<file path="src/rtl/assert_macros.svh">
// ----------------------------------------------------------------------------
// assertion helpers included by the accumulator_cpu_step rtl file
// ----------------------------------------------------------------------------
`ifndef ASSERT_MACROS_SVH
`define ASSERT_MACROS_SVH

// property checked on every rising clock edge outside reset
`define ASSERT_CLK(label, prop, msg) \
	label: assert property (@(posedge clk) disable iff (!arst_n) (prop)) \
		else $error(msg);

// consequent checked in the cycle after the antecedent
`define ASSERT_NEXT(label, ante, cons, msg) \
	label: assert property (@(posedge clk) disable iff (!arst_n) (ante) |=> (cons)) \
		else $error(msg);

`endif

</file>
<file path="src/rtl/acs_ram.sv">
`timescale 1ns / 1ps
// ----------------------------------------------------------------------------
// acs_ram
// Generic single-port RAM, one access a cycle, registered read data.
// ----------------------------------------------------------------------------
module acs_ram #(
	parameter int WIDTH = 16,
	parameter int DEPTH = 256
) (
	input  logic                     clk,
	input  logic                     we,
	input  logic [$clog2(DEPTH)-1:0] addr,
	input  logic [WIDTH-1:0]         wdata,
	output logic [WIDTH-1:0]         rdata
);

	logic [WIDTH-1:0] mem [DEPTH];

	// write and read at one address
	always_ff @(posedge clk) begin
		if (we) begin
			mem[addr] <= wdata;
		end
		rdata <= mem[addr];
	end

endmodule

</file>
<file path="config.mk">
export PLATFORM = sky130hd
export DESIGN_NAME = acs_ram
export DESIGN_NICKNAME = d
export VERILOG_FILES = /design/src/rtl/assert_macros.svh /design/src/rtl/acs_ram.sv
export SDC_FILE = /design/constraint.sdc
export NUM_CORES = 2
export LEC_CHECK = 0
export BUFFER_PORTS_ARGS = -buffer_cell sky130_fd_sc_hd__buf_2
export CAP_MARGIN = 10
export CORE_ASPECT_RATIO = 1.4
export CORE_MARGIN = 3
export CORE_UTILIZATION = 54
export DETAILED_ROUTE_END_ITERATION = 8
export PLACE_DENSITY = 0.69
export SYNTH_ARGS = -nofsm -noshare
export SYNTH_HDL_FRONTEND = slang
export SYNTH_SLANG_ARGS = --single-unit
</file>
<file path="constraint.sdc">
create_clock -name clk -period 4.55 [get_ports clk]
set_input_delay 0.2275 -clock clk [delete_from_list [all_inputs] [get_ports clk]]
set_output_delay 0.2275 -clock clk [all_outputs]
set_load 0.05 [all_outputs]
</file>
# Yosys cells after proc, flatten, opt, wreduce, memory -nomap -nowiden
# Memory sizes are Yosys's and may differ from the RTL's. A register that Yosys moved wholly into a read port is not among the register bits.
# Cells that the tools add are included.
# classes
add_sub_neg	0
mul	0
div	0
n_lt_le_gt_ge	0
n_eq_ne	0
shift	0
muxes	2
n_bitwise	0
n_reduce_logical	0
# ops
operator	n
$mux 1	2
# word_totals
reg_bits	0
latchBits	0
ram_bits	4096
romBits	0
out_inout_bits	16
mem_count	1
# mem_list
memory	words	width	read_ports	rd_clocked_by_memory_dff	write_ports	line	rtl
mem	256	16	1	1	1	acs_ram.sv:17	logic [WIDTH-1:0] mem [DEPTH];

# Longest topological paths before layout
# logic_depth
depth_word	2
mapped_depth	10
depth_no_buf	5

# Worst setup path before layout
# No wires, ideal clock.
# synth_timing
kind	input to register
from	input port addr[0]
to	memory mem[145][0] (enable)
setup_ps	409
t_arrival_ps	2516
required_time_ps	4141
setup_slack_ps	1624
path_stages	7
path_buffers	5
cell_sequence	clkbuf_1 > buf_6 > clkbuf_1 > buf_2 > nand2b_1 > clkbuf_1 > nor3_1
# synth_rtl
item	line	rtl
start, declared	acs_ram.sv:12	input logic [$clog2(DEPTH)-1:0] addr,
end, declared	acs_ram.sv:17	
# No word-level cell before the write port.

==> out/metrics.cfg <==
[power]
power.total_mw=75.9
ir_drop_mv=0.292
p_per_area_mw_per_mm2=432
leakage_nw=54.2

[cells_and_area]
stdcell_count=11300
nFillCells=18700
syn_to_final_growth_pct=13.1
final_nets=7289
drive_gt1_frac=0.292

[die]
die_h_um=641
core_mm2=0.286
pin_count=42
die_w_um=459
initial_core_util=0.543
row_count=232
die_area_mm2=0.294

[cts]
h-tree-depth=5
clk_pin_slew_ns=0.06
clockBufferDepth=4
cts_sinks=4112
clk_latency_ns=0.92
clockRootBuffer=clkbuf_16
cts_resized=0
cts-buffers-inserted=371
cts_tree=yes

[logic_synthesis]
seq_area_frac_synth=0.794
synth_area_leader_cell=edfxtp_1
synthArstFlopShare=0
synth_nets=6753
yosys_warnings=0
synth_area_mm2=0.155
syn_area_per_cell_um2=23.1
synth_most_common_cell=edfxtp_1
yosys-top-cells-area=edfxtp_1 79%, mux4_2 15%, a22oi_1 2.5%
syn_inst=6727
synthFlopType=edfxtp_1
ys_ff_latch=4112
synth-edff-count=4096
netlist_top_cells_count=4096 x edfxtp_1, 1024 x mux4_2, 512 x a22oi_1, 256 x a21oi_1, 249 x clkbuf_1
synthDistinctLibCells=22
yosysTopAreaCellShare=0.791

[hold_path]
hold-path-endpoint=mem[82][0]
min_path_type=in2reg
hp-start=wdata[0]
whs_path_depth=1

[sta]
fin_setup_tns_ns=0
drv_slew=0
setup_ws_ns=1.19
worst_hold_slack_ns=-0.0578
fin_crit_sh=0.738
max_slew_margin=0.0812
setup_violations=0
layout_min_cycle_time_ns=3.36
hold_viol=5
tightest_slew_ns=1.38
fin_skew_ns=0.0609
grt_setup_unrepaired=no
fmax_ghz=0.298

[detailed_routing]
dr_wl_met3_mm=33.7
wl_per_cell_um=34.8
drt_first_pass_iters=5
wl_met2_mm=201
vias_per_cell=6.64
drtIter0Drc=9881
drc=0
wl_mm=394
top_layer=met5
vias=75100
ant_nets=0
met1_length_mm=139

[grt]
antenna_found_initial=20
grt_overflow=0
grt_pass1_vias=76500
grt_usage=0.270
grt_max_degree=157
grt_pass1_wl_mm=567

[critical_path]
worstPathMaxFanout=63
cp-start-kind=input pin
cp_data_required_time_ns=5.26
crit_type=in2reg
ff2ff_setup_slack_ns=1.40
rr_startpoint=mem[45][0]
crit_arrival_ns=4.07
endpoint_kind=flip-flop
r2r-end=rdata[0]
ff2ff_path_depth=5

[placed_design]
io_buffers=41
dp_cells=10600
dpl_worst_slack_ns=0.356
routabilityCongestion=0.837
hpwl_mm=234

[job]
max-cap-violations=0

[status]
violations=negative hold slack
status=complete, but fails checks

==> stage by stage <==
stage | area, um^2 | util
final | 176000 | 0.615
after global routing | 176000 | 0.615
after CTS | 176000 | 0.614
after detailed placement | 164000 | 0.573
after global placement | 164000 | 0.573
after floorplan | 155000 | -
==> what timing repair did <==
action / CTS / global route
hold buffers: 13 / 1
endpoints found under the hold margin: 866 / 12
setup buffers: 0 / 0
==> critical path, stage by stage <==
cell	delay, ns
buf_12	0.48
buf_12	0.28
buf_12	0.33
mux4_2	0.59
a22oi_1	0.39
a21oi_1	0.13
o41ai_1	1.16
nand4_1	0.23
==> worst max-delay path by stage <==
stage,startpoint,end,slack [ns],depth (start not counted)
5_1_grt,addr[0],rdata[0],1.21,8
6_report,addr[0],rdata[0],1.19,8
2_1_floorplan,addr[0],mem[145][0],1.62,7
4_1_cts,addr[0],rdata[0],1.30,8
3_3_place_gp,addr[0],rdata[3],-0.04,8
3_5_place_dp,addr[0],rdata[0],0.36,8
==> layout by cell type, fill, tap and decap left out, drive strengths merged <==
cell type	Yosys	final
clkinv	0	145
inv	1	12
nand3	13	13
nor2b	7	7
nor2	232	232
dlygate4sd3	0	14
o41ai	64	64
clkinvlp	0	16
a22oi	512	512
and2	3	3
nand2b	6	6
nand4	16	16
or2	2	2
edfxtp	4096	4096
nand2	28	28
dfxtp	16	16
bufinv	0	29
diode	0	21
buf	171	567
a21oi	256	256
nor3	30	30
mux4	1024	1024
clkbuf	249	463
or3	1	1
==> logic make-up after synthesis <==
group           Yosys count  share of synthesized area
buf+inv                 421                     0.0124
mux                    1024                      0.148
flops                  4112                      0.794
simple gates            338                    0.00907
compound gates          832                     0.0366
==> registers in the layout, indices dropped and copies added (netlist names) <==
name	flops
mem	4096
rdata	16
==> power breakdown <==
| part | internal (mW) | switching (mW) | leakage, nW |
|---|---|---|---|
| registers | 41.7 | 0.0974 | 36.9 |
| clock network | 17.0 | 13.4 | 5.68 |
| logic | 1.26 | 2.37 | 11.6 |
==> metal layers <==
metal | up-vias | track usage
li1 | 30100 | -
met5 | - | 0
met2 | 4065 | 0.449
met1 | 40300 | 0.354
met3 | 726 | 0.0418
met4 | 6 | 0.125
==> cell type report <==
class,count,area (um^2),area share
Inverter,1,3.75,0.0000214
Clock buffer,461,9850,0.0561
Antenna cell,21,52.6,0.000299
Timing Repair Buffer,583,5310,0.0302
Clock inverter,201,1810,0.0103
Tap cell,3744,4680,0.0267
Sequential cell,4112,123000,0.702
Multi-Input combinational cell,2194,30800,0.175
No activity file was read; power rests on OpenSTA's default activity.
